### src/design/cmyk_bayer_dither_pixel_macros.svh
// Assertion macros for the CMYK Bayer dither block.
// Used by the top level; expects clk and rst_n in scope.
`ifndef CMYK_BAYER_DITHER_PIXEL_MACROS_SVH
`define CMYK_BAYER_DITHER_PIXEL_MACROS_SVH

// checked only outside reset
`define CBD_ASSERT(lbl, prop, msg) \
  lbl: assert property (@(posedge clk) disable iff (!rst_n) prop) else $error(msg);

// checked on every edge, reset included
`define CBD_ASSERT_ALWAYS(lbl, prop, msg) \
  lbl: assert property (@(posedge clk) prop) else $error(msg);

`endif

### src/design/cbd_pkg.sv
// Shared types, codes and the Bayer table of the CMYK dither block.
// No dependencies.
`timescale 1ns / 1ps
`default_nettype none

package cbd_pkg;

  localparam int CBD_MAX_WIDTH = 16384;
  localparam int CBD_MAX_ROWS  = 16384;

  typedef enum logic [1:0] {
    FMT_RGB      = 2'd0,
    FMT_GRAY_INV = 2'd1,
    FMT_BLACK8   = 2'd2,
    FMT_BLACK1   = 2'd3
  } fmt_t;

  localparam logic [2:0] CFG_PIXEL_FORMAT = 3'd0;
  localparam logic [2:0] CFG_MONO_MODE    = 3'd1;
  localparam logic [2:0] CFG_ROW_PAIRING  = 3'd2;
  localparam logic [2:0] CFG_LINE_WIDTH   = 3'd3;
  localparam logic [2:0] CFG_ROW_TOTAL    = 3'd4;

  localparam logic [1:0] PAIR_ROWS = 2'd2;

  typedef struct packed {
    logic [13:0] column;
    logic [13:0] out_row;
    logic        err;
    logic        emit;
    logic        avg;
    logic        store_wr;
    logic        store_rd;
  } pix_ctl_t;

  localparam logic [3:0] BAYER4 [4][4] = '{
    '{4'd0,  4'd8,  4'd2,  4'd10},
    '{4'd12, 4'd4,  4'd14, 4'd6},
    '{4'd3,  4'd11, 4'd1,  4'd9},
    '{4'd15, 4'd7,  4'd13, 4'd5}
  };

  function automatic logic [7:0] bayer_thr(input logic [1:0] row, input logic [1:0] col);
    return {BAYER4[row][col], 4'b1000};
  endfunction

endpackage

`default_nettype wire

### src/design/cbd_dither.sv
// Pixel to CMYK levels (pair averaging, gray removal, luminance) and
// Bayer threshold compare. Combinational. Depends on cbd_pkg.
`timescale 1ns / 1ps
`default_nettype none

module cbd_dither
  import cbd_pkg::*;
(
  input  wire pix_ctl_t   ctl,
  input  wire fmt_t       fmt,
  input  wire logic       mono,
  input  wire logic [7:0] sample_a,
  input  wire logic [7:0] sample_b,
  input  wire logic [7:0] sample_c,
  input  wire logic [23:0] stored,
  output logic      [3:0] dots       // {black, yellow, magenta, cyan}
);

  logic [8:0]  sum_a, sum_b, sum_c;
  logic [7:0]  pa, pb, pc;
  logic [15:0] lum;
  logic [7:0]  ic, im, iy, k;
  logic [7:0]  vc, vm, vy, vk;
  logic [7:0]  thr;

  assign sum_a = 9'(stored[23:16]) + 9'(sample_a) + 9'd1;
  assign sum_b = 9'(stored[15:8])  + 9'(sample_b) + 9'd1;
  assign sum_c = 9'(stored[7:0])   + 9'(sample_c) + 9'd1;
  assign pa = ctl.avg ? sum_a[8:1] : sample_a;
  assign pb = ctl.avg ? sum_b[8:1] : sample_b;
  assign pc = ctl.avg ? sum_c[8:1] : sample_c;

  assign lum = 16'(pa) * 16'd77 + 16'(pb) * 16'd150 + 16'(pc) * 16'd29 + 16'd128;

  assign ic = ~pa;
  assign im = ~pb;
  assign iy = ~pc;

  always_comb begin
    k = (ic < im) ? ic : im;
    if (iy < k) begin
      k = iy;
    end
  end

  always_comb begin
    vc = '0;
    vm = '0;
    vy = '0;
    vk = '0;
    case (fmt)
      FMT_RGB: begin
        if (mono) begin
          vk = ~lum[15:8];
        end else begin
          vc = ic - k;
          vm = im - k;
          vy = iy - k;
          vk = k;
        end
      end
      FMT_GRAY_INV: vk = ~pa;
      FMT_BLACK8:   vk = pa;
      default:      vk = {8{pa[0]}};
    endcase
  end

  assign thr = bayer_thr(ctl.out_row[1:0], ctl.column[1:0]);

  assign dots = ctl.err ? 4'b0000 : {vk > thr, vy > thr, vm > thr, vc > thr};

endmodule

`default_nettype wire

### config.mk
export PLATFORM = sky130hd
export DESIGN_NAME = cbd_dither
export DESIGN_NICKNAME = d
export VERILOG_FILES = /design/src/design/cmyk_bayer_dither_pixel_macros.svh /design/src/design/cbd_pkg.sv /design/src/design/cbd_dither.sv
export SDC_FILE = /design/constraint.sdc
export NUM_CORES = 1
export LEC_CHECK = 0
export BUFFER_PORTS_ARGS = -buffer_cell sky130_fd_sc_hd__buf_2
export CELL_PAD_IN_SITES_DETAIL_PLACEMENT = 1
export CELL_PAD_IN_SITES_GLOBAL_PLACEMENT = 1
export CORE_MARGIN = 2
export CORE_UTILIZATION = 47
export DETAILED_ROUTE_END_ITERATION = 12
export PLACE_DENSITY = 0.95
export SLEW_MARGIN = 15
export SYNTH_ARGS = -nofsm -noshare
export SYNTH_HDL_FRONTEND = slang
export SYNTH_SLANG_ARGS = --single-unit
### constraint.sdc
create_clock -name vclk -period 13.9
set_input_delay 1.39 -clock vclk [all_inputs]
set_output_delay 1.39 -clock vclk [all_outputs]
set_load 0.01 [all_outputs]
Word-level counts from Yosys, hierarchy flattened
Cells that the tools add are included.
{"block": "word_totals", "ff_bits": 0, "output_inout_bits": 4, "in_bits": 84, "word_cells": 52}
{"block": "classes", "mul": 3, "order_cmp": 8, "reduce_logical": 1, "bitwise": 6, "mux": 20, "addsub": 12, "n_eq_ne": 2}
{"operator": "$mux 8", "n": 12}
{"operator": "$bmux 16 s2", "n": 1}
{"operator": "$gt 8x8->1", "n": 4}
{"operator": "$mux 16", "n": 2}
{"operator": "$not 8->8", "n": 4}
{"operator": "$mul 8x7->15 const B", "n": 2}
{"operator": "$add 8x8->9", "n": 3}
{"operator": "$add 9x1->9 const B", "n": 3}
{"operator": "$pmux 8 s3", "n": 1}
{"operator": "$sub 8x8->8", "n": 3}
{"operator": "$add 15x16->16", "n": 1}
{"operator": "$add 16x13->16", "n": 1}
{"operator": "$add 16x8->16 const B", "n": 1}
{"operator": "$lt 8x8->1", "n": 2}
{"operator": "$mul 8x5->13 const B", "n": 1}
{"operator": "$mux 4", "n": 3}
{"operator": "$bmux 4 s2", "n": 1}
{"operator": "$ge 3x3->1 const B", "n": 2}
{"operator": "$not 2->3", "n": 2}
{"operator": "$eq 2x1->1 const B", "n": 1}
{"operator": "$eq 2x2->1 const B", "n": 1}
{"operator": "$logic_not 2->1", "n": 1}

Longest topological paths before layout
Gate-level depths: netlist of the first run.
{"block": "depth", "word_depth": 13, "mapped_depth": 43, "mapped_depth_nobuf": 43}

Worst setup path after synthesis of the first run
No wires, ideal clock.
{"block": "synth_path", "kind": "input to output", "from": "in sample_b[3]", "to": "out dots[3]", "required_ns": 12.510, "arrival_time_ns": 9.924, "setup_slack_ns": 2.586, "n_path_buf": 0, "path_stages": 40, "cell_sequence": "ha_1 -> nor2_1 -> a211oi_1 -> a21oi_2 -> o21bai_1 -> a21oi_1 -> xnor2_1 -> mux2i_1 -> inv_1 -> ha_1 -> ha_1 -> inv_1 -> fa_1 -> inv_1 -> fa_1 -> ha_1 -> xor2_1 -> fa_1 -> (+4 left out) -> inv_1 -> fa_1 -> ha_1 -> ha_1 -> nor3_1 -> nor2_1 -> o41a_1 -> a41o_1 -> o21ai_1 -> nand2b_1 -> a21oi_1 -> xnor2_1 -> o21ai_1 -> ha_1 -> nand4_1 -> nor3_1 -> a211oi_1 -> a211oi_1"}
{"block": "synth_between", "elab_chain_len": 12, "elab_cells_between_ends": 17}
{"item": "from (decl)", "line": "cbd_dither.sv:13", "rtl": "input wire logic [7:0] sample_b,"}
{"item": "$add 8x8->9", "line": "cbd_dither.sv:27", "rtl": "assign sum_b = 9'(stored[15:8]) + 9'(sample_b) + 9'd1;"}
{"item": "$add 9x1->9", "line": "cbd_dither.sv:27"}
{"item": "$mux 8 (*)", "line": "cbd_dither.sv:30", "rtl": "assign pb = ctl.avg ? sum_b[8:1] : sample_b;"}
{"item": "$mul 8x7->15 or $not 8->8 (tied branches)", "line": "cbd_dither.sv:33, cbd_dither.sv:36"}
{"item": "$add 15x16->16 or $lt 8x8->1 (tied branches)", "line": "cbd_dither.sv:33, cbd_dither.sv:40"}
{"item": "$add 16x13->16 or $mux 8 (tied branches)", "line": "cbd_dither.sv:33, cbd_dither.sv:40"}
{"item": "$add 16x8->16 or $lt 8x8->1 (tied branches)", "line": "cbd_dither.sv:33, cbd_dither.sv:41"}
{"item": "$not 8->8 or $mux 8 (tied branches)", "line": "cbd_dither.sv:54, cbd_dither.sv:41"}
{"item": "$mux 8 (*)", "line": "cbd_dither.sv:53", "rtl": "if (mono) begin"}
{"item": "$pmux 8 s3 (*)", "line": "cbd_dither.sv:51", "rtl": "case (fmt)"}
{"item": "$gt 8x8->1 (*)", "line": "cbd_dither.sv:70", "rtl": "assign dots = ctl.err ? 4'b0000 : {vk > thr, vy > thr, vm > thr, vc > thr};"}
{"item": "$mux 4 (*)", "line": "cbd_dither.sv:70"}
{"item": "to (decl)", "line": "cbd_dither.sv:16", "rtl": "output logic [3:0] dots"}
Mark *: on every way between the ends. The rest lies on a longest branch, timed or not.

Worst setup path after layout of the first run
Ends and elaborated chain as after synthesis.

==> results by group, run 1 <==
Global route
  – First-pass GRT wire length: around 32000 µm
  – Met3 Use GR: 0.0362
  – Met1 Usage GRT: 0.317
  – Largest net degree at the start of global routing: 31
  – Antenna violations before repair: 2
  – Busiest grt layer: met2
  – GRT Overall Usage: 0.275
  – GR Util met2: 0.503
  – Gr ovfl total: 0
  – Number of global-route vias before repair: approximately 6700

Critical path
  – Worst Path Arrival: between 10000 and 15000 ps
  – Slowest CP cell: mux2i_1
  – Crit path capture type: primary output
  – Req. time, crit path: 12510 ps
  – Worst Setup Start Kind: input pin
  – Max incr delay on CP: 660 ps
  – Most frequent CP cell: ha_1
  – Max FO, Critical Path: 4
  – Crit Path Class: in2out

Cells and area
  – Seq cells: 0
  – Layout Cells excl Fill: ~1000
  – Post-layout util: 0.515
  – Layout cells sized above 1: 0.103
  – Fin nets: 1164
  – Register area: 0 µm²
  – Area growth syn-to-layout: 7.76%
  – CLK BUF: 0

STA
  – Worst-Margin Slew: about 1200 ps
  – Total negative slack: 0 ps
  – RSZ-0062 raised after global routing: false
  – Period minus WS final: ~13000 ps
  – Final setup viols: 0
  – FMAX: approximately 78 MHz
  – Crit share post-route: 0.926
  – Relative slew slack: 0.189
  – Hold Slack: slightly above 3000 ps
  – Slew Viols, Final: 0
  – Final Hold Viols: 0

Route
  – # DRC: 0
  – Routed vias: 6175
  – First-pass DRT Iterations: 5
  – Routed WL: ~21000 µm
  – DR iter-0 viols: 297
  – Routed Antenna Nets: 0
  – Drt wl/cell: 20.0 µm
  – Avg Vias per Cell: approximately 6

Synthesis
  – YS warnings: 0
  – Avg Cell Area, Syn: 8.31 µm²
  – Syn Inst Count: between 700 and 800
  – Synth area leaders: ha_1, fa_1, inv_1, xnor2_1, a21oi_1
  – Area leader, netlist: ha_1
  – Post-synth top area share: 0.316
  – Mapped Area: around 6600 µm²
  – Synth unique cells: between 70 and 80
  – Most frequent cell after synthesis: ha_1
  – Post-synthesis sequential area ratio: 0
  – Syn_nets: about 1100
  – Post-synth top cells: ha_1, inv_1, fa_1

Clock network
  – Total setup buffers inserted after CTS: 0
  – Hold buffers post-CTS: 0
  – CTS resizes: 0

Placement
  – Placed cells: 1031
  – Placer's final routability congestion estimate: 0.968
  – Buffers on Ports: just over 60
  – DPL Wire Length: about 18000 µm

Floorplan
  – Initial Util: 0.478
  – Core area: 13800 µm²
  – I/O pin total: 88
  – Die Y-Extent: roughly 120 µm
  – DIE AREA: about 15000 µm²
  – Row count: 43
  – Die Span X: 123 µm

Flow run
  – Max-Cap Viols: 0

Run status
  – Status: completed

Hold path
  – Min-delay worst type: in2out
critical path: cells and delay by family:
family | cells | cell delay [ps]
buffers and inverters | 8 | 850
AOI/OAI and AO/OA | 11 | 1900
adders and majority gates | 13 | 5280
and+or+nand+nor | 6 | 820
muxes | 1 | 660
xor gates and xnor gates | 3 | 570
layout make-up:
cell class | count | area [µm²]
Inverter | 144 | 541
Multi-Input combinational cell | 642 | 6020
Timing Repair Buffer | 65 | 335
Fill cell | 1728 | 6710
Antenna cell | 2 | 5.00
Tap cell | 180 | 225
placed cells by master, fill, tap and decap left out, types with 16 or more instances in the layout:
cell type / instances
inv_1: 143
ha_1: 167
nand2_1: 31
xnor2_1: 31
xor2_1: 16
fa_1: 60
buf_2: 61
a21o_1: 24
nor2_1: 47
a21oi_1: 40
nor3_1: 22
o21ai_0: 28
logic make-up (layout without fill, tap and decap cells):
family / after synthesis / after routing / share of synthesized area
adders and majority gates: 227 / 227 / 0.498
AOI/OAI and AO/OA: 175 / 175 / 0.182
and+or+nand+nor: 173 / 173 / 0.133
buffers and inverters: 153 / 209 / 0.0897
xor gates and xnor gates: 48 / 48 / 0.0647
muxes: 19 / 19 / 0.0318
other: 0 / 2 / 0
metrics by stage:
step / area, µm² / setup WS [ps]
floorplan: 6610 / 2590
CTS: 7120 / 1030
detailed placement: 7120 / 1060
global route: 7120 / 546
finish: 7120 / 1030
global placement: 7120 / 1490
final timing paths:
| check | depth (start not counted) | slack [ps] | from | endpoint |
|---|---|---|---|---|
| min | 3 | 3100 | ctl[4] | dots[1] |
| max | 42 | 1030 | sample_b[3] | dots[3] |
metal layers:
| metal | wire (µm) | vias up |
|---|---|---|
| met5 | 0 | - |
| met4 | 968 | 0 |
| met3 | 1160 | 75 |
| met2 | 10500 | 246 |
| met1 | 8020 | 2993 |
| li1 | - | 2861 |
Power of run 1 is not shown: default switching activity piles up to over one toggle a cycle in this logic, so the estimate is an artifact.
==> inputs of run 2 (changes only) <==
--- a/config.mk
+++ b/config.mk
@@ -8,10 +8,12 @@
 export BUFFER_PORTS_ARGS = -buffer_cell sky130_fd_sc_hd__buf_2
 export CELL_PAD_IN_SITES_DETAIL_PLACEMENT = 1
 export CELL_PAD_IN_SITES_GLOBAL_PLACEMENT = 1
+export CORE_ASPECT_RATIO = 0.75
 export CORE_MARGIN = 2
-export CORE_UTILIZATION = 47
+export CORE_UTILIZATION = 42
 export DETAILED_ROUTE_END_ITERATION = 12
-export PLACE_DENSITY = 0.95
+export PLACE_DENSITY = 0.9
+export REMOVE_ABC_BUFFERS = 1
 export SLEW_MARGIN = 15
 export SYNTH_ARGS = -nofsm -noshare
 export SYNTH_HDL_FRONTEND = slang
==> constraint.sdc (replaced) <==
create_clock -name vclk -period 10.8
set_input_delay 1.08 -clock vclk [all_inputs]
set_output_delay 1.08 -clock vclk [all_outputs]
set_load 0.01 [all_outputs]
==> run 2 against run 1 <==
  * The flow now finishes with violations (setup timing)
  * Final area up 14%
  * Via count grew 9.7%
  * Count of clock-buffer cells in the layout did not move
  * Critical path depth increased by 2
  * Final cell count increased by 9.9%
  * Global-route usage fell by 0.40 points
  * Core utilization up 1.4 points
  * Hold slack worse by 600 ps
  * First-iteration DRC count increased by 49%
  * Die area increased by 12%
  * Setup slack lost 1600 ps
  * Highest routed layer unchanged
==> results by group, run 2 (synthesized netlist as in run 1, its figures left out) <==
Run status
  – Status: complete, but fails checks (was completed)
  – Failing checks: setup timing

STA
  – FMAX: about 90 MHz
  – Crit share post-route: 1.05
  – Final Hold Viols: 0 (unchanged)
  – Final setup viols: 1 (was 0)
  – Slew Viols, Final: 0 (unchanged)
  – RSZ-0062 raised after global routing: true (was false)
  – Worst-Margin Slew: 820 ps (was 1210 ps)
  – Relative slew slack: 0.448 (was 0.189)
  – Period minus WS final: ~11000 ps
  – Hold Slack: 2500 ps (was 3100 ps)
  – Worst setup margin: -531 ps (was 1030 ps)

Route
  – First-pass DRT Iterations: 5 (unchanged)
  – Routed WL: 25800 µm (was 20600 µm)
  – Routed Antenna Nets: 0 (unchanged)
  – # DRC: 0 (unchanged)
  – Drt wl/cell: 22.7 µm (was 20.0 µm)
  – Routed vias: 6773 (was 6175)
  – Avg Vias per Cell: 5.97 (was 5.98)
  – DR iter-0 viols: 443 (was 297)

Critical path
  – Crit path capture type: primary output (unchanged)
  – Worst Setup EP: dots[3] (unchanged)
  – Worst Path Arrival: 10250 ps (was 11480 ps)
  – Most frequent CP cell: ha_1 (unchanged)
  – Critical path depth: 44 (was 42)
  – CP Buf/Inv Count: 9 (was 8)
  – Worst Setup Start Kind: input pin (unchanged)
  – Slowest CP cell: fa_1 (was mux2i_1)
  – Crit Path Class: in2out (unchanged)
  – Max FO, Critical Path: 3 (was 4)
  – Setup crit start: sample_b[1] (was sample_b[3])
  – Req. time, crit path: 9720 ps (was 12510 ps)
  – Delay-heaviest family, CP: adder cells (unchanged)
  – Max incr delay on CP: 550 ps (was 660 ps)

Placement
  – Placer's final routability congestion estimate: 0.954 (was 0.968)
  – Placed cells: 1120 (was 1031)
  – Buffers on Ports: 61 (unchanged)
  – DPL Wire Length: 19600 µm (was 18100 µm)

Floorplan
  – Die Span X: 149 µm (was 123 µm)
  – Row count: 39 (was 43)
  – DIE AREA: 16800 µm² (was 15000 µm²)
  – Core area: 15300 µm² (was 13800 µm²)
  – I/O pin total: 88 (unchanged)
  – Die Y-Extent: 113 µm (was 123 µm)
  – Initial Util: 0.431 (was 0.478)

Cells and area
  – CLK BUF: 0 (unchanged)
  – Layout Cells excl Fill: 1135 (was 1033)
  – Commonest non-fill, non-tap cell in the layout: ha_1 (unchanged)
  – Register area: 0 µm² (unchanged)
  – Fin nets: 1243 (was 1164)
  – Commonest non-fill, non-tap cells in the layout: ha_1, inv_1, buf_4, fa_1, buf_2 (was ha_1, inv_1, buf_2, fa_1, nor2_1)
  – Layout cells sized above 1: 0.234 (was 0.103)
  – Seq cells: 0 (unchanged)
  – N_diodes: 0 (was 2)
  – Area growth syn-to-layout: 22.7% (was 7.76%)

Clock network
  – Hold buffers post-CTS: 0 (unchanged)

Global route
  – Gr ovfl total: 0 (unchanged)
  – Antenna violations before repair: 0 (was 2)
  – GRT Overall Usage: 0.271 (was 0.275)
  – Largest net degree at the start of global routing: 17 (was 31)
  – Number of global-route vias before repair: 7231 (was 6666)
  – First-pass GRT wire length: 36000 µm (was 32100 µm)

Hold path
  – Hold Path Origin: ctl[4] (unchanged)
  – Min-delay worst type: in2out (unchanged)

Flow run
  – Max-Cap Viols: 0 (unchanged)
## run 2: changes by cell type in the layout (fill, tap and decap cells not counted), moves of 6 or more
cell	before	now
buf_6	0	6
buf_4	4	81
ha_4	0	10
nor3_1	22	16
a21oi_1	40	33
ha_1	167	156
## run 2: timing repair
item / CTS / global route
gates resized for setup: 31 / 43
pin swaps: 24 / 39
endpoints found under the setup margin: 1 / 4
buffers inserted: 8 / 7
## run 2: per-stage QoR
stage          setup TNS, ps  area (µm²)  setup slack (ps)  utilization
6_report                -531        8110              -531        0.529
2_1_floorplan              0        6560               106            -
4_1_cts                 -147        7850              -147        0.512
5_1_grt                 -996        8110              -832        0.529
3_3_place_gp            -375        7630              -375        0.498
3_5_place_dp            -729        7630              -729        0.498
## run 2: routing by layer
metal | vias to the layer above | global-route usage | wire length, µm
met4 | 0 | 0.103 | 1400
met5 | - | 0 | 0
met1 | 3302 | 0.334 | 9970
li1 | 3011 | - | -
met2 | 350 | 0.487 | 12600
met3 | 110 | 0.0285 | 1840
## run 2: tightest hold or removal path: cells and delay by family
family	cells	cell delay (ps)
buffers and inverters	2	290
AOI/OAI and AO/OA	1	50
## run 2: cell type report
type | count | area, µm²
fillers | 1872 | 7220
multi-input cells | 642 | 6340
repair buffers | 144 | 971
inverters | 144 | 541
well taps | 205 | 256
## run 2: worst min-delay path by stage
stage | endpoint | cells past startpoint
2_1_floorplan | dots[1] | 1
3_3_place_gp | dots[1] | 3
3_5_place_dp | dots[0] | 3
4_1_cts | dots[0] | 3
5_1_grt | dots[1] | 3
6_report | dots[1] | 3
Power of run 2 is left out for the same reason.
==> inputs of run 3 (changes only) <==
--- a/config.mk
+++ b/config.mk
@@ -9,7 +9,7 @@
 export CELL_PAD_IN_SITES_DETAIL_PLACEMENT = 1
 export CELL_PAD_IN_SITES_GLOBAL_PLACEMENT = 1
 export CORE_ASPECT_RATIO = 0.75
-export CORE_MARGIN = 2
+export CORE_MARGIN = 5
 export CORE_UTILIZATION = 42
 export DETAILED_ROUTE_END_ITERATION = 12
 export PLACE_DENSITY = 0.9
==> run 3 against run 2 <==
  * The run still ends with setup timing left
  * Via count fell by 2.6%
  * First-iteration DRC count fell by 18%
  * Fmax rose by 2.0%
  * Count of clock-buffer cells in the layout did not move
  * Critical path depth fell by 1
  * Hold slack improved by 0.98 ps
  * Global-route usage fell by 2.2 points
  * Largest cell class unchanged
==> results by group, run 3 (synthesized netlist as in run 1, its figures left out) <==
Route
  – Routed WL: 24000 µm (was 25800 µm)
  – First-pass DRT Iterations: 5 (unchanged)
  – Routed Antenna Nets: 0 (unchanged)
  – Avg Vias per Cell: 5.82 (was 5.97)
  – DR iter-0 viols: 365 (was 443)
  – Drt wl/cell: 21.2 µm (was 22.7 µm)
  – # DRC: 0 (unchanged)
  – Routed vias: 6595 (was 6773)

Cells and area
  – Commonest non-fill, non-tap cells in the layout: ha_1, inv_1, buf_4, fa_1, buf_2 (unchanged)
  – Area growth syn-to-layout: 22.1% (was 22.7%)
  – Layout cells sized above 1: 0.227 (was 0.234)
  – Seq cells: 0 (unchanged)
  – Commonest non-fill, non-tap cell in the layout: ha_1 (unchanged)
  – CLK BUF: 0 (unchanged)
  – Register area: 0 µm² (unchanged)
  – Fin nets: 1241 (was 1243)

Global route
  – Met1 Usage GRT: 0.315 (was 0.334)
  – GRT Overall Usage: 0.249 (was 0.271)
  – GR Util met2: 0.430 (was 0.487)
  – Antenna violations before repair: 0 (unchanged)
  – Largest net degree at the start of global routing: 17 (unchanged)
  – First-pass GRT wire length: 37300 µm (was 36000 µm)
  – Number of global-route vias before repair: 7390 (was 7231)
  – Busiest grt layer: met2 (unchanged)
  – Gr ovfl total: 0 (unchanged)
  – Met3 Use GR: 0.0373 (was 0.0285)

STA
  – Worst-Margin Slew: 795 ps (was 820 ps)
  – Hold Slack: 2500 ps (about the same)
  – FMAX: 90.0 MHz (was 88.3 MHz)
  – Slew Viols, Final: 0 (unchanged)
  – Period minus WS final: 11110 ps (was 11330 ps)
  – Final setup viols: 1 (unchanged)
  – Final Hold Viols: 0 (unchanged)
  – RSZ-0062 raised after global routing: true (unchanged)
  – Crit share post-route: 1.03 (was 1.05)
  – Worst setup margin: -314 ps (was -531 ps)
  – Relative slew slack: 0.466 (was 0.448)

Critical path
  – Max FO, Critical Path: 3 (unchanged)
  – Delay-heaviest family, CP: adder cells (unchanged)
  – Crit Path Class: in2out (unchanged)
  – Worst Path Arrival: 10030 ps (was 10250 ps)
  – Most frequent CP cell: ha_1 (unchanged)
  – Max incr delay on CP: 540 ps (was 550 ps)
  – Req. time, crit path: 9720 ps (about the same)
  – CP Buf/Inv Count: 8 (was 9)
  – Worst Setup Start Kind: input pin (unchanged)
  – Crit path capture type: primary output (unchanged)
  – Slowest CP cell: fa_1 (unchanged)

Hold path
  – Worst Hold Path EP: dots[1] (unchanged)
  – Min-delay worst type: in2out (unchanged)
  – Hold Path Origin: ctl[4] (unchanged)
  – Hold Path Depth: 3 (unchanged)

Floorplan
  – Initial Util: 0.431 (unchanged)
  – Row count: 39 (unchanged)
  – DIE AREA: 18400 µm² (was 16800 µm²)
  – Die Span X: 155 µm (was 149 µm)
  – Core area: 15300 µm² (unchanged)
  – I/O pin total: 88 (unchanged)
  – Die Y-Extent: 119 µm (was 113 µm)

Run status
  – Failing checks: setup timing (unchanged)
  – Status: complete, but fails checks (unchanged)

Placement
  – Placer's final routability congestion estimate: 0.953 (was 0.954)
  – Buffers on Ports: 61 (unchanged)
  – DPL Wire Length: 19800 µm (was 19600 µm)

Flow run
  – Max-Cap Viols: 0 (unchanged)

Clock network
  – Hold buffers post-CTS: 0 (unchanged)
run 3: cell count changes in the layout (fill, tap and decap cells not counted), sizes merged:
cell | previous run | this run
diode | 0 | 1
buf | 144 | 142
run 3: cell type report:
type	count	area, µm²
fill	1857	7250
multi-input combinational	642	6330
timing repair buffer	142	938
inverter	144	541
tap	205	256
antenna	1	2.50
run 3: worst max-delay path by stage:
stage / startpoint / end / depth (start not counted)
2_1_floorplan: sample_b[3] / dots[3] / 40
3_3_place_gp: sample_b[1] / dots[3] / 42
5_1_grt: sample_b[3] / dots[3] / 41
6_report: sample_b[3] / dots[3] / 43
4_1_cts: sample_b[1] / dots[3] / 40
3_5_place_dp: sample_b[1] / dots[3] / 42
run 3: per-layer routing:
layer | wire, µm | up-vias
met5 | 0 | -
met4 | 1010 | 0
met3 | 1780 | 74
met2 | 11500 | 261
met1 | 9730 | 3243
li1 | - | 3017
run 3: metrics by stage:
step                      setup WS [ps]  cells  cell area (µm²)  setup TNS (ps)   util
final                              -314   1134             8070            -314  0.527
after global routing               -555   1133             8070            -555  0.526
after CTS                         -84.3   1132             8000           -84.3  0.522
after detailed placement           -717   1122             7640            -717  0.499
after global placement             -384   1122             7640            -384  0.499
after floorplan                     106    786             6560               0      -
run 3: repair_timing:
item	CTS	global route
resized for setup	54	9
pin swaps	50	13
setup endpoints to repair	1	2
setup buffers	10	1
Power of run 3 is left out for the same reason.
