[src/design/cmyk_bayer_dither_pixel_macros.svh]
// Assertion macros for the CMYK Bayer dither block.
// Used by the top level; expects clk and rst_n in scope.
`ifndef CMYK_BAYER_DITHER_PIXEL_MACROS_SVH
`define CMYK_BAYER_DITHER_PIXEL_MACROS_SVH

// checked only outside reset
`define CBD_ASSERT(lbl, prop, msg) \
  lbl: assert property (@(posedge clk) disable iff (!rst_n) prop) else $error(msg);

// checked on every edge, reset included
`define CBD_ASSERT_ALWAYS(lbl, prop, msg) \
  lbl: assert property (@(posedge clk) prop) else $error(msg);

`endif

[src/design/cbd_pkg.sv]
// Shared types, codes and the Bayer table of the CMYK dither block.
// No dependencies.
`timescale 1ns / 1ps
`default_nettype none

package cbd_pkg;

  localparam int CBD_MAX_WIDTH = 16384;
  localparam int CBD_MAX_ROWS  = 16384;

  typedef enum logic [1:0] {
    FMT_RGB      = 2'd0,
    FMT_GRAY_INV = 2'd1,
    FMT_BLACK8   = 2'd2,
    FMT_BLACK1   = 2'd3
  } fmt_t;

  localparam logic [2:0] CFG_PIXEL_FORMAT = 3'd0;
  localparam logic [2:0] CFG_MONO_MODE    = 3'd1;
  localparam logic [2:0] CFG_ROW_PAIRING  = 3'd2;
  localparam logic [2:0] CFG_LINE_WIDTH   = 3'd3;
  localparam logic [2:0] CFG_ROW_TOTAL    = 3'd4;

  localparam logic [1:0] PAIR_ROWS = 2'd2;

  typedef struct packed {
    logic [13:0] column;
    logic [13:0] out_row;
    logic        err;
    logic        emit;
    logic        avg;
    logic        store_wr;
    logic        store_rd;
  } pix_ctl_t;

  localparam logic [3:0] BAYER4 [4][4] = '{
    '{4'd0,  4'd8,  4'd2,  4'd10},
    '{4'd12, 4'd4,  4'd14, 4'd6},
    '{4'd3,  4'd11, 4'd1,  4'd9},
    '{4'd15, 4'd7,  4'd13, 4'd5}
  };

  function automatic logic [7:0] bayer_thr(input logic [1:0] row, input logic [1:0] col);
    return {BAYER4[row][col], 4'b1000};
  endfunction

endpackage

`default_nettype wire

[src/design/cbd_raster_ctr.sv]
// Column/row counters and per-beat control: error, pairing, store access.
// Depends on cbd_pkg.
`timescale 1ns / 1ps
`default_nettype none

module cbd_raster_ctr
  import cbd_pkg::*;
#(
  parameter int MAX_WIDTH = CBD_MAX_WIDTH,
  parameter int MAX_ROWS  = CBD_MAX_ROWS,
  parameter int CW        = $clog2(MAX_WIDTH),
  parameter int RW        = $clog2(MAX_ROWS) + 1
) (
  input  wire logic          clk,
  input  wire logic          rst_n,
  input  wire logic          advance,
  input  wire logic [14:0]   line_width,
  input  wire logic [14:0]   row_total,
  input  wire logic          paired,
  input  wire fmt_t          fmt,
  output pix_ctl_t           ctl,
  output logic      [CW-1:0] addr
);

  logic [CW-1:0] col_r, col_nxt;
  logic [RW-1:0] row_r, row_nxt;
  logic [16:0]   eff_w, eff_t, row17, col17;
  logic [31:0]   col32, orow32;
  logic          err, last_col, paired8, y0, last_row;

  always_comb begin
    if (line_width == '0) begin
      eff_w = 17'd1;
    end else if (17'(line_width) > 17'(MAX_WIDTH)) begin
      eff_w = 17'(MAX_WIDTH);
    end else begin
      eff_w = 17'(line_width);
    end
    if (17'(row_total) > 17'(MAX_ROWS)) begin
      eff_t = 17'(MAX_ROWS);
    end else begin
      eff_t = 17'(row_total);
    end
  end

  assign row17    = 17'(row_r);
  assign col17    = 17'(col_r);
  assign err      = row17 >= eff_t;
  assign last_col = (col17 + 17'd1) >= eff_w;
  assign last_row = !((row17 + 17'd1) < eff_t);
  assign paired8  = paired && (fmt != FMT_BLACK1);
  assign y0       = row_r[0];

  always_comb begin
    col_nxt = col_r;
    row_nxt = row_r;
    if (advance && !err) begin
      if (last_col) begin
        col_nxt = '0;
        row_nxt = row_r + 1'b1;
      end else begin
        col_nxt = col_r + 1'b1;
      end
    end
  end

  always_ff @(posedge clk) begin
    if (!rst_n) begin
      col_r <= '0;
      row_r <= '0;
    end else begin
      col_r <= col_nxt;
      row_r <= row_nxt;
    end
  end

  assign col32  = 32'(col_r);
  assign orow32 = paired ? 32'(row_r >> 1) : 32'(row_r);

  always_comb begin
    ctl.column   = err ? '0 : col32[13:0];
    ctl.out_row  = err ? '0 : orow32[13:0];
    ctl.err      = err;
    ctl.store_wr = !err && paired8 && !y0;
    ctl.store_rd = !err && paired8 && y0;
    ctl.avg      = ctl.store_rd;
    ctl.emit     = err || !((paired8 && !y0 && !last_row) || (paired && !paired8 && y0));
  end

  assign addr = col_r;

endmodule

`default_nettype wire

[config.mk]
export PLATFORM = sky130hd
export DESIGN_NAME = cbd_raster_ctr
export DESIGN_NICKNAME = d
export VERILOG_FILES = /design/src/design/cmyk_bayer_dither_pixel_macros.svh /design/src/design/cbd_pkg.sv /design/src/design/cbd_raster_ctr.sv
export SDC_FILE = /design/constraint.sdc
export NUM_CORES = 1
export LEC_CHECK = 0
export ABC_AREA = 0
export BUFFER_PORTS_ARGS = -buffer_cell sky130_fd_sc_hd__buf_2
export CORE_MARGIN = 3
export CORE_UTILIZATION = 40
export CTS_BUF_LIST = sky130_fd_sc_hd__clkbuf_4
export CTS_CLUSTER_DIAMETER = 100
export CTS_CLUSTER_SIZE = 24
export DETAILED_ROUTE_END_ITERATION = 8
export GPL_ROUTABILITY_DRIVEN = 0
export PLACE_DENSITY_LB_ADDON = 0.05
export SLEW_MARGIN = 30
export SYNTH_ARGS = -nofsm -noshare
export SYNTH_HDL_FRONTEND = slang
export SYNTH_SLANG_ARGS = --single-unit
[constraint.sdc]
create_clock -name clk -period 3.1 [get_ports clk]
set_input_delay 0.31 -clock clk [delete_from_list [all_inputs] [get_ports clk]]
set_output_delay 0.31 -clock clk [all_outputs]
set_load 0.01 [all_outputs]
# Yosys cells after proc, flatten, opt, wreduce, memory -nomap -nowiden
# Cells that the tools add are included.
dict set report totals {
  register_bits 29
  out_inout_bits 47
  elab_cells 36
}
dict set report op_classes {
  n_addsub 4
  order_cmp 5
  n_eq_ne 1
  n_mux 7
  n_reduce_logical 17
}
# op n
set ops {}
lappend ops {{14-bit 2-to-1 mux} 4}
lappend ops {{15-bit greater-than comparator (second input constant)} 2}
lappend ops {{15-bit 2-to-1 mux} 2}
lappend ops {{15-bit by 17-bit greater-or-equal comparator with 1-bit output} 1}
lappend ops {{16-bit by 17-bit < comparator with 1-bit output} 1}
lappend ops {{17-bit 2-to-1 mux} 1}
lappend ops {{15-bit by 1-bit adder with 16-bit output (second input constant)} 1}
lappend ops {{14-bit by 1-bit adder with 15-bit output (second input constant)} 1}
lappend ops {{15-bit by 1-bit adder with 15-bit output (second input constant)} 1}
lappend ops {{15-bit greater-or-equal comparator} 1}
lappend ops {{15-bit logical NOT} 1}
lappend ops {{14-bit by 1-bit adder with 14-bit output (second input constant)} 1}
lappend ops {{1-bit logical AND} 9}
lappend ops {{1-bit logical NOT} 4}
lappend ops {{1-bit logical OR} 2}
lappend ops {{2-bit inequality test (second input constant)} 1}
lappend ops {{2-bit AND reduction} 1}

# Logic depth before layout (Yosys ltp)
# Gate-level depths: netlist of the first run.
dict set report logic_depth {
  ltp_word 8
  depth_mapped 16
}

# Worst setup path before layout of the first run
# No wires, ideal clock.
dict set report synth_timing {
  kind {reg-to-output}
  start {reg row_r[0]}
  end {out ctl[3] in the netlist's numbering}
  arrival_time_ps 2914
  required_time_ps 2790
  slack_ps -124
  stages_incl_launch_ff 13
  path_buffers 0
  path_cell_list {dfxtp_1 > ha_1 > nand3_4 > nor2_4 > nand3_4 > or2_4 > xnor2_1 > ha_1 > a21o_1 > a21o_1 > a2111oi_0 > and4_1 > o21ai_0}
}
# element line_no
set synth_lines {}
lappend synth_lines {{start, declared} cbd_raster_ctr.sv:26} ;# logic [RW-1:0] row_r, row_nxt;
lappend synth_lines {{start signal, assigned} cbd_raster_ctr.sv:73} ;# row_r <= row_nxt;
lappend synth_lines {{end, declared} cbd_raster_ctr.sv:21} ;# output pix_ctl_t ctl,

==> summary.txt, run 1 <==
Cells along the critical path = ha_4 -> nand3_4 -> nor2_4 -> nand3_4 -> or2_4 -> xnor2_2 -> ha_1 -> a21o_1 -> a21o_1 -> a2111oi_4 -> and4_1 -> o21ai_2 -> buf_2
Post-Syn Nets = 505
Area growth syn-to-layout = 46.77%
Grt ovf = 0
Internal = 0.5569 mW
Hold buffer count at cts = 0
Clk_lat worst skew = 0.32 ns
Setup crit end kind = output port
Top cell type's share of synthesized area = 17.97%
Diode count = 0
Fraction of layout cells with a size suffix above 1 = 41.64%
H-tree levels = 2
TritonCTS clock tree = built
Vias in the first global route = 3402
Final period utilization = 104.4%
Met3 WL = 411 um
# DRC = 0
Place WS = -0.09818 ns
RSZ-0062 raised after global routing = yes
Die area = 9301 um^2
Peak supply drop = 0.1978 mV
Total Wirelength = 10640 um
Fmax achieved = 0.3089 GHz
Met1 Routed Length = 5178 um
Power share of the sequential group = 45.6%
Failing checks = negative setup slack
Clock group share of total power = 26.7%
Worst slew margin = 51.19%
WL/cell = 16.02 um
Synth area leaders = ha_1 18%, dfxtp_1 18%, nand2_1 5.9%
Power per cell area = 172.4 nW/um^2
Post-synth top area cell = ha_1
Max clock buf depth = 2
Commonest cells post-synth = 51 x nand2_1, 47 x ha_1, 30 x nor2_1
Max Slew Vio Count = 0
Hold Crit Class = in -> reg
# port buffers = 82
WP data required = 2.79 ns
Starting Density = 41.69%
Largest net degree at the start of global routing = 26
Final ANT Viol Nets = 0
Starting DRT DRC Count = 179
CP max FO = 4
Post-synthesis cell type count = 56
#FFs+latches synth = 29
Synthesized cell area = 3272 um^2
Total number of vias = 3630
Comb pwr share = 27.6%
Clock transition at path regs = 0.10 ns
First-pass GRT wire length = 15960 um
Met2 WL post-DR = 4966 um
I/O pin total = 83
Clk sinks = 29
Switching power = 0.2709 mW
Post-synthesis cell count = 422
Hpwl dp = 7919 um
Ys Warns = 0
Critical path data arrival time = 2.93 ns
Top Metal Used = met4
Flop-to-flop setup slack = 0.10 ns
Net count, final = 644
Sw Ratio = 32.73%
Initial antenna violation count = 0
Fin. Hold Viols = 0
Area after DPL = 4208 um^2
Die H = 96.44 um
Syn_area_per_cell = 7.753 um^2
Startpoint types = register
Critical Path Max Stage Delay = 0.37 ns
Period minus WS final = 3.237 ns
Run status = finished, violations left
Final Setup Violations = 7
Core Region = 7848 um^2
CTS buffer count = 5
FFs w/ async S/R, synth = 0%
Post-synth top flop = dfxtp_1
Max-cap violation count = 0
Via-per-instance ratio = 5.467
CTS root buf = clkbuf_4
CP max-delay cell = dfxtp_2
Tot Pwr = 0.8279 mW
Die W = 96.44 um
Overall Global Routing Usage = 21.83%
Fill cells = 750
Rows = 32
Most common cell in the synthesized netlist = nand2_1
Pre-antenna DRT Iters = 4
Post-synth EDFFs = 0
Final worst slack = -0.1368 ns
Final Skew = 0.005414 ns
Final instance area = 4802 um^2
Slew @ Worst Pin = 0.7313 ns
Leak = 2.267 nW
Worst Setup Path Type = reg -> out
Seq/Total Area, Yosys = 17.74%
-- power groups by stage --
| stage | Sequential (mW) | Clock [mW] | Combinational [mW] |
|---|---|---|---|
| finish | 0.378 | 0.221 | 0.229 |
| global route | 0.378 | 0.246 | 0.253 |
| CTS | 0.377 | 0.228 | 0.208 |
| detailed placement | 0.386 | 0 | 0.200 |
| global placement | 0.386 | 0 | 0.196 |
| floorplan | 0.388 | 0 | 0.107 |
-- through the flow --
stage	util, %	std cells	hold slack, ns	setup TNS (ns)
floorplan	-	422	0.4599	-0.01981
global placement	53.62	646	0.5111	-1.614
detailed placement	53.62	646	0.5232	-2.475
CTS	55.45	655	0.3711	-0.1086
global route	61.19	664	0.3876	-4.600
finish	61.19	664	0.3811	-0.1737
-- cell type report --
type	count	area (um^2)	share of cell area [%]
multi-input combinational	354	2861	59.59
clock inverter	3	12.51	0.2606
sequential	29	594.3	12.38
inverter	15	58.81	1.225
clock buffer	5	37.54	0.7817
timing repair buffer	156	1110	23.11
tap	102	127.6	2.658
-- logic make-up (layout without fill, tap and decap cells) --
| family | count (synthesis) | in the layout | synth area share [%] |
|---|---|---|---|
| buf+inv | 39 | 179 | 5.162 |
| flops | 29 | 29 | 17.74 |
| simple gates | 178 | 178 | 29.18 |
| mux | 16 | 16 | 4.895 |
| compound gates | 88 | 88 | 18.36 |
| fa+ha+maj | 47 | 47 | 17.97 |
| xor+xnor | 25 | 25 | 6.692 |
-- path summary, 6_finish.rpt --
check	endpoint	startpoint	cells past startpoint
setup / recovery	ctl[3]	row_r[0]	13
hold / removal	row_r[4]	rst_n	2
setup reg to reg	row_r[12]	addr[1]	15
hold reg to reg	addr[13]	addr[13]	2
-- timing repair --
item / 4_1_cts / 5_1_grt
gates resized for setup: 18 / 90
pin swaps: 14 / 30
setup endpoints to repair: 38 / 61
setup buffers: 1 / 6
cloned: 0 / 3
-- registers in the layout, summed over array words and instances (netlist names) --
name   count
row_r     15
addr      14
-- layer usage --
metal / up-vias / global-route usage (%)
li1: 1828 / -
met1: 1718 / 31.56
met2: 76 / 34.71
met3: 8 / 2.943
met4: 0 / 4.322
met5: - / 0
-- layout by cell type (no fill, tap or decap), types with 4 or more instances in the layout --
master / instances
a21oi_1: 23
xnor2_1: 12
nor2_1: 13
or4_1: 4
o31ai_1: 7
nand2_2: 4
nand3_4: 4
o21ai_0: 9
xor2_1: 10
nand3_2: 5
buf_6: 17
nor2_4: 14
buf_2: 70
ha_1: 44
a21oi_2: 5
mux2i_1: 16
buf_4: 65
nor3b_1: 4
nor3_1: 4
a21o_1: 6
nand3_1: 14
nand4_1: 10
a32o_1: 8
clkbuf_4: 5
nor2_2: 6
and2_1: 13
nand2_1: 48
and3_1: 5
inv_1: 14
dfxtp_1: 24
nor4_1: 8
-- worst max-delay path: cells and delay by family, from the launching register on --
kind | cells | cell delay [ns]
AOI/OAI and AO/OA | 4 | 0.70
xor gates and xnor gates | 1 | 0.13
adders and majority gates | 2 | 0.44
buffers and inverters | 1 | 0.13
DFF | 1 | 0.37
and+or+nand+nor | 5 | 0.85
Power figures use the tool's default switching activity.
==> inputs of run 2 (changes only) <==
--- a/config.mk
+++ b/config.mk
@@ -7,6 +7,7 @@
 export LEC_CHECK = 0
 export ABC_AREA = 0
 export BUFFER_PORTS_ARGS = -buffer_cell sky130_fd_sc_hd__buf_2
+export CORE_ASPECT_RATIO = 0.9
 export CORE_MARGIN = 3
 export CORE_UTILIZATION = 40
 export CTS_BUF_LIST = sky130_fd_sc_hd__clkbuf_4
==> summary.txt, run 2 (synthesized netlist as in run 1, its figures left out) <==
Area growth syn-to-layout = 41.07%
Leak = 2.256 nW (-0.49%)
CTS root buf = clkbuf_4
Max-cap violation count = 0 (unchanged)
Hpwl dp = 7789 um (-1.6%)
Pre-antenna DRT Iters = 4 (unchanged)
Clk sinks = 29 (unchanged)
Reg-to-reg endpoint = row_r[10]
Sw Ratio = 31.83% (-0.90 points)
Clk_lat worst skew = 0.34 ns (+0.02 ns)
Grt ovf = 0 (unchanged)
Critical Path Max Stage Delay = 0.37 ns (about the same)
Fin cells = 654 (-1.5%)
Hold_ws = 0.3937 ns (+0.01262 ns)
Cells along the critical path = ha_4 -> nand3_4 -> nor2_4 -> nand3_4 -> or2_4 -> xnor2_1 -> ha_1 -> a21o_1 -> a21o_1 -> a2111oi_4 -> and4_1 -> o21ai_2 -> buf_2
Rows = 30 (-6.3%)
Comb pwr share = 25.7% (-1.9 points)
H-tree levels = 2 (unchanged)
# port buffers = 82 (unchanged)
Switching power = 0.2742 mW (+1.2%)
Critical path data arrival time = 2.94 ns (about the same)
Max reg flops = 15 (unchanged)
Largest net degree at the start of global routing = 26 (unchanged)
Flop-to-flop setup slack = 0.07 ns (-0.03 ns)
Final worst slack = -0.1471 ns (-0.01022 ns)
Final Setup Violations = 1 (-6)
Die H = 91.80 um (-4.8%)
Final period utilization = 104.7% (+0.33 points)
Power per cell area = 186.7 nW/um^2 (+8.3%)
CP max FO = 4 (unchanged)
Clock transition at path regs = 0.10 ns (about the same)
Overall Global Routing Usage = 21.00% (-0.83 points)
WL/cell = 15.83 um (-1.2%)
TritonCTS clock tree = built
Final ANT Viol Nets = 0 (unchanged)
Tot Pwr = 0.8616 mW (+4.1%)
First-pass GRT wire length = 15770 um (-1.2%)
Hold buffer count at cts = 0 (unchanged)
CTS buffer count = 5 (unchanged)
CP max-delay cell = dfxtp_2
Peak supply drop = 0.1230 mV (-38%)
Via-per-instance ratio = 5.439 (-0.51%)
Fraction of layout cells with a size suffix above 1 = 39.78% (-1.9 points)
Fmax achieved = 0.3080 GHz (-0.31%)
Max Slew Vio Count = 0 (unchanged)
Diode count = 0 (unchanged)
Clock group share of total power = 30.3% (+3.6 points)
Final Skew = 0.01278 ns (+0.007361 ns)
Initial antenna violation count = 0 (unchanged)
Power share of the sequential group = 43.9% (-1.7 points)
Total Wirelength = 10350 um (-2.7%)
Max clock buf depth = 2 (unchanged)
Startpoint types = register
R2R Path Start = addr[0]
Placed Instances = 635 (-1.7%)
Fin. Hold Viols = 0 (unchanged)
Vias in the first global route = 3195 (-6.1%)
Failing checks = negative setup slack
Worst Reg-to-Reg Cells = 15 (unchanged)
Period minus WS final = 3.247 ns (+0.01023 ns)
Starting DRT DRC Count = 208 (+16%)
Starting Density = 42.31% (+0.62 points)
Worst Setup Path Type = reg -> out
Die W = 101.3 um (+5.1%)
Slew @ Worst Pin = 1.000 ns (+0.2688 ns)
WP data required = 2.79 ns (about the same)
Hold Crit Class = in -> reg
RSZ-0062 raised after global routing = yes
# DRC = 0 (unchanged)
Worst Setup SP = row_r[1]
Total number of vias = 3557 (-2.0%)
Hold Path Cell Cnt = 2 (unchanged)
Internal = 0.5874 mW (+5.5%)
Worst slew margin = 33.25% (-18 points)
Largest Register = row_r
Worst setup path end = ctl[3]
I/O pin total = 83 (unchanged)
Net count, final = 640 (-0.62%)
Die area = 9303 um^2 (about the same)
Commonest non-fill, non-tap cell in the layout = buf_2
Setup crit end kind = output port
Core Region = 7732 um^2 (-1.5%)
Commonest non-fill, non-tap cells in the layout = 82 x buf_2, 62 x buf_4, 49 x nand2_1
Run status = finished, violations left
[run 2: worst min-delay path by stage]
stage               startpoint   endpoint  slack, ns
global placement     row_r[14]  row_r[14]       0.51
detailed placement   row_r[14]  row_r[14]       0.52
floorplan                rst_n   row_r[3]       0.46
finish                   rst_n   row_r[4]       0.39
global route             rst_n   row_r[4]       0.39
CTS                      rst_n   row_r[4]       0.38
[run 2: cell type report]
type / count / area (um^2)
fillers: 755 / 3117
multi-input cells: 354 / 2801
repair buffers: 152 / 987.2
flip-flops and latches: 29 / 586.8
well taps: 96 / 120.1
clock buffers: 8 / 60.06
inverters: 15 / 60.06
[run 2: power groups by stage]
stage                     Sequential, mW  Clock [mW]  Combinational (mW)
final                              0.379       0.261               0.222
after CTS                          0.377       0.264               0.204
after global placement             0.385           0               0.195
after detailed placement           0.385           0               0.198
after global routing               0.379       0.284               0.246
after floorplan                    0.388           0               0.107
[run 2: critical path, delay by kind of cell, from the launching register on]
kind / cells / cell delay [ns]
AO/OA/AOI/OAI: 4 / 0.69
XOR/XNOR: 1 / 0.12
adder cells (fa/ha/maj): 2 / 0.45
buffers and inverters: 1 / 0.14
flip-flops: 1 / 0.37
AND/OR/NAND/NOR: 5 / 0.84
[run 2: per-layer routing]
layer | vias up | GRT usage (%) | wire length (um)
li1 | 1819 | - | -
met1 | 1624 | 32.99 | 5080
met2 | 109 | 30.45 | 4572
met3 | 5 | 3.194 | 644
met4 | 0 | 2.879 | 57
met5 | - | 0 | 0
[run 2: timing repair]
| action | in CTS | in global routing |
|---|---|---|
| buffers inserted | 5 | 5 |
| gates cloned | 0 | 1 |
| pin swaps | 13 | 21 |
| setup endpoints to repair | 33 | 61 |
| resized for setup | 11 | 57 |
[run 2: per-stage QoR]
step                      setup TNS (ns)  worst slack (ns)  instance area [um^2]  util (%)
after floorplan                 -0.01981          -0.01981                  3278         -
after global placement            -5.112           -0.1994                  4163     53.84
after detailed placement          -6.555           -0.2648                  4163     53.84
after CTS                        -0.2538           -0.1450                  4315     55.81
after global routing             -0.9392           -0.3470                  4616     59.69
final                            -0.1471           -0.1471                  4616     59.69
==> inputs of run 3 (changes only) <==
--- a/config.mk
+++ b/config.mk
@@ -9,7 +9,7 @@
 export BUFFER_PORTS_ARGS = -buffer_cell sky130_fd_sc_hd__buf_2
 export CORE_ASPECT_RATIO = 0.9
 export CORE_MARGIN = 3
-export CORE_UTILIZATION = 40
+export CORE_UTILIZATION = 25
 export CTS_BUF_LIST = sky130_fd_sc_hd__clkbuf_4
 export CTS_CLUSTER_DIAMETER = 100
 export CTS_CLUSTER_SIZE = 24
==> summary.txt, run 3 (synthesized netlist as in run 1, its figures left out) <==
Hpwl dp = 9149 um (+17%)
Run status = finished, violations left
Worst Setup Path Type = reg -> out
Area after DPL = 4431 um^2 (+6.4%)
First-pass GRT wire length = 18350 um (+16%)
Final Setup Violations = 1 (unchanged)
Worst slew margin = 31.16% (-2.1 points)
Power per cell area = 161.3 nW/um^2 (-14%)
WL/cell = 16.30 um (+3.0%)
Clock transition at path regs = 0.09 ns (about the same)
Die W = 126.6 um (+25%)
Starting Density = 25.69% (-17 points)
CTS root buf = clkbuf_4
Final worst slack = -0.2115 ns (-0.06441 ns)
Setup crit end kind = output port
Die area = 14500 um^2 (+56%)
Max clock buf depth = 2 (unchanged)
Final instance area = 5436 um^2 (+18%)
Period minus WS final = 3.311 ns (+0.06441 ns)
Core Region = 12740 um^2 (+65%)
Final period utilization = 106.8% (+2.1 points)
Hold Crit Class = in -> reg
Hold Path Cell Cnt = 2 (unchanged)
Worst Reg-to-Reg Cells = 14 (-1)
WP data required = 2.79 ns (about the same)
TritonCTS clock tree = built
Largest net degree at the start of global routing = 27 (+3.8%)
CTS buffer count = 5 (unchanged)
Largest Register = row_r
Pre-antenna DRT Iters = 4 (unchanged)
H-tree levels = 2 (unchanged)
Max-cap violation count = 0 (unchanged)
Overall Global Routing Usage = 15.81% (-5.2 points)
CP max FO = 3 (-1)
Commonest non-fill, non-tap cell in the layout = buf_4
Starting DRT DRC Count = 176 (-15%)
Total Wirelength = 12310 um (+19%)
Max Slew Vio Count = 0 (unchanged)
# port buffers = 82 (unchanged)
Rows = 39 (+30%)
Clk sinks = 29 (unchanged)
Max reg flops = 15 (unchanged)
Final Skew = 0.01678 ns (+0.004007 ns)
Net count, final = 673 (+5.2%)
Vias in the first global route = 3467 (+8.5%)
Failing checks = negative setup slack
Die H = 114.5 um (+25%)
Final ANT Viol Nets = 0 (unchanged)
Hold buffer count at cts = 0 (unchanged)
Fill cells = 1302 (+72%)
Peak supply drop = 0.09076 mV (-26%)
Grt ovf = 0 (unchanged)
TNS Setup = -0.2115 ns (-0.06441 ns)
Via-per-instance ratio = 4.943 (-9.1%)
I/O pin total = 83 (unchanged)
Critical path data arrival time = 3.00 ns (+0.06 ns)
Initial antenna violation count = 0 (unchanged)
Diode count = 0 (unchanged)
Startpoint types = register
Total number of vias = 3732 (+4.9%)
Fraction of layout cells with a size suffix above 1 = 50.42% (+11 points)
Commonest non-fill, non-tap cells in the layout = 77 x buf_4, 63 x buf_2, 46 x nand2_1
Fin. Hold Viols = 0 (unchanged)
Area growth syn-to-layout = 66.16%
Slew @ Worst Pin = 1.031 ns (+0.03127 ns)
Leak = 2.527 nW (+12%)
# DRC = 0 (unchanged)
RSZ-0062 raised after global routing = yes
Clk_lat worst skew = 0.34 ns (about the same)
Fmax achieved = 0.3020 GHz (-1.9%)
## run 3: area by class of cell
type | count | area, um^2 | area share [%]
multi-input combinational | 354 | 3043 | 55.97
timing repair buffer | 185 | 1488 | 27.36
sequential | 29 | 586.8 | 10.79
tap | 164 | 205.2 | 3.774
inverter | 15 | 63.81 | 1.174
clock buffer | 5 | 37.54 | 0.6904
clock inverter | 3 | 12.51 | 0.2301
## run 3: per-stage QoR
stage	cells	setup slack [ns]	total power [mW]	hold WS (ns)	util, %
after floorplan	422	-0.01981	0.4956	0.4599	-
after global placement	724	-0.3451	0.6044	0.5211	34.79
after detailed placement	724	-0.4227	0.6069	0.5296	34.79
after CTS	738	-0.2205	0.8482	0.3886	36.43
after global routing	755	-0.3822	0.9325	0.4064	42.69
final	755	-0.2115	0.8767	0.4082	42.69
## run 3: what timing repair did
item                       CTS  global route
gates cloned                 1             4
setup endpoints to repair   43            61
resized for setup           25           143
pin swaps                   16            42
buffers inserted             5            13
## run 3: where the power goes
part | internal (mW) | leakage [nW] | switching, mW
combinational | 0.124 | 2.26 | 0.145
sequential | 0.376 | 0.236 | 0.00322
clock | 0.0820 | 0.0300 | 0.147
## run 3: metal layers
metal  global-route usage (%)  share of wire (%)  vias up
met5                        0                  0        -
met2                    24.22                 44       73
met1                    24.00                 51     1756
li1                         -                  -     1894
met4                    1.930               0.77        0
met3                    2.285                4.0        9
## run 3: worst paths after layout
| path | from | end | slack [ns] |
|---|---|---|---|
| max | row_r[1] | ctl[3] | -0.21 |
| min | rst_n | row_r[4] | 0.41 |
| max reg2reg | addr[1] | row_r[6] | 0.08 |
| min reg2reg | row_r[14] | row_r[14] | 0.55 |
## run 3: critical path, stage by stage, from the launching register on
cell and delay [ns]:
dfxtp_2 0.37, ha_4 0.16, nand3_4 0.08, nor2_4 0.18, nand3_4 0.08, or2_4 0.25, xnor2_2 0.13, ha_1 0.28
a21o_1 0.16, a21o_1 0.17, a2111oi_4 0.28, buf_4 0.16, and4_1 0.17, o21ai_2 0.05, buf_2 0.13
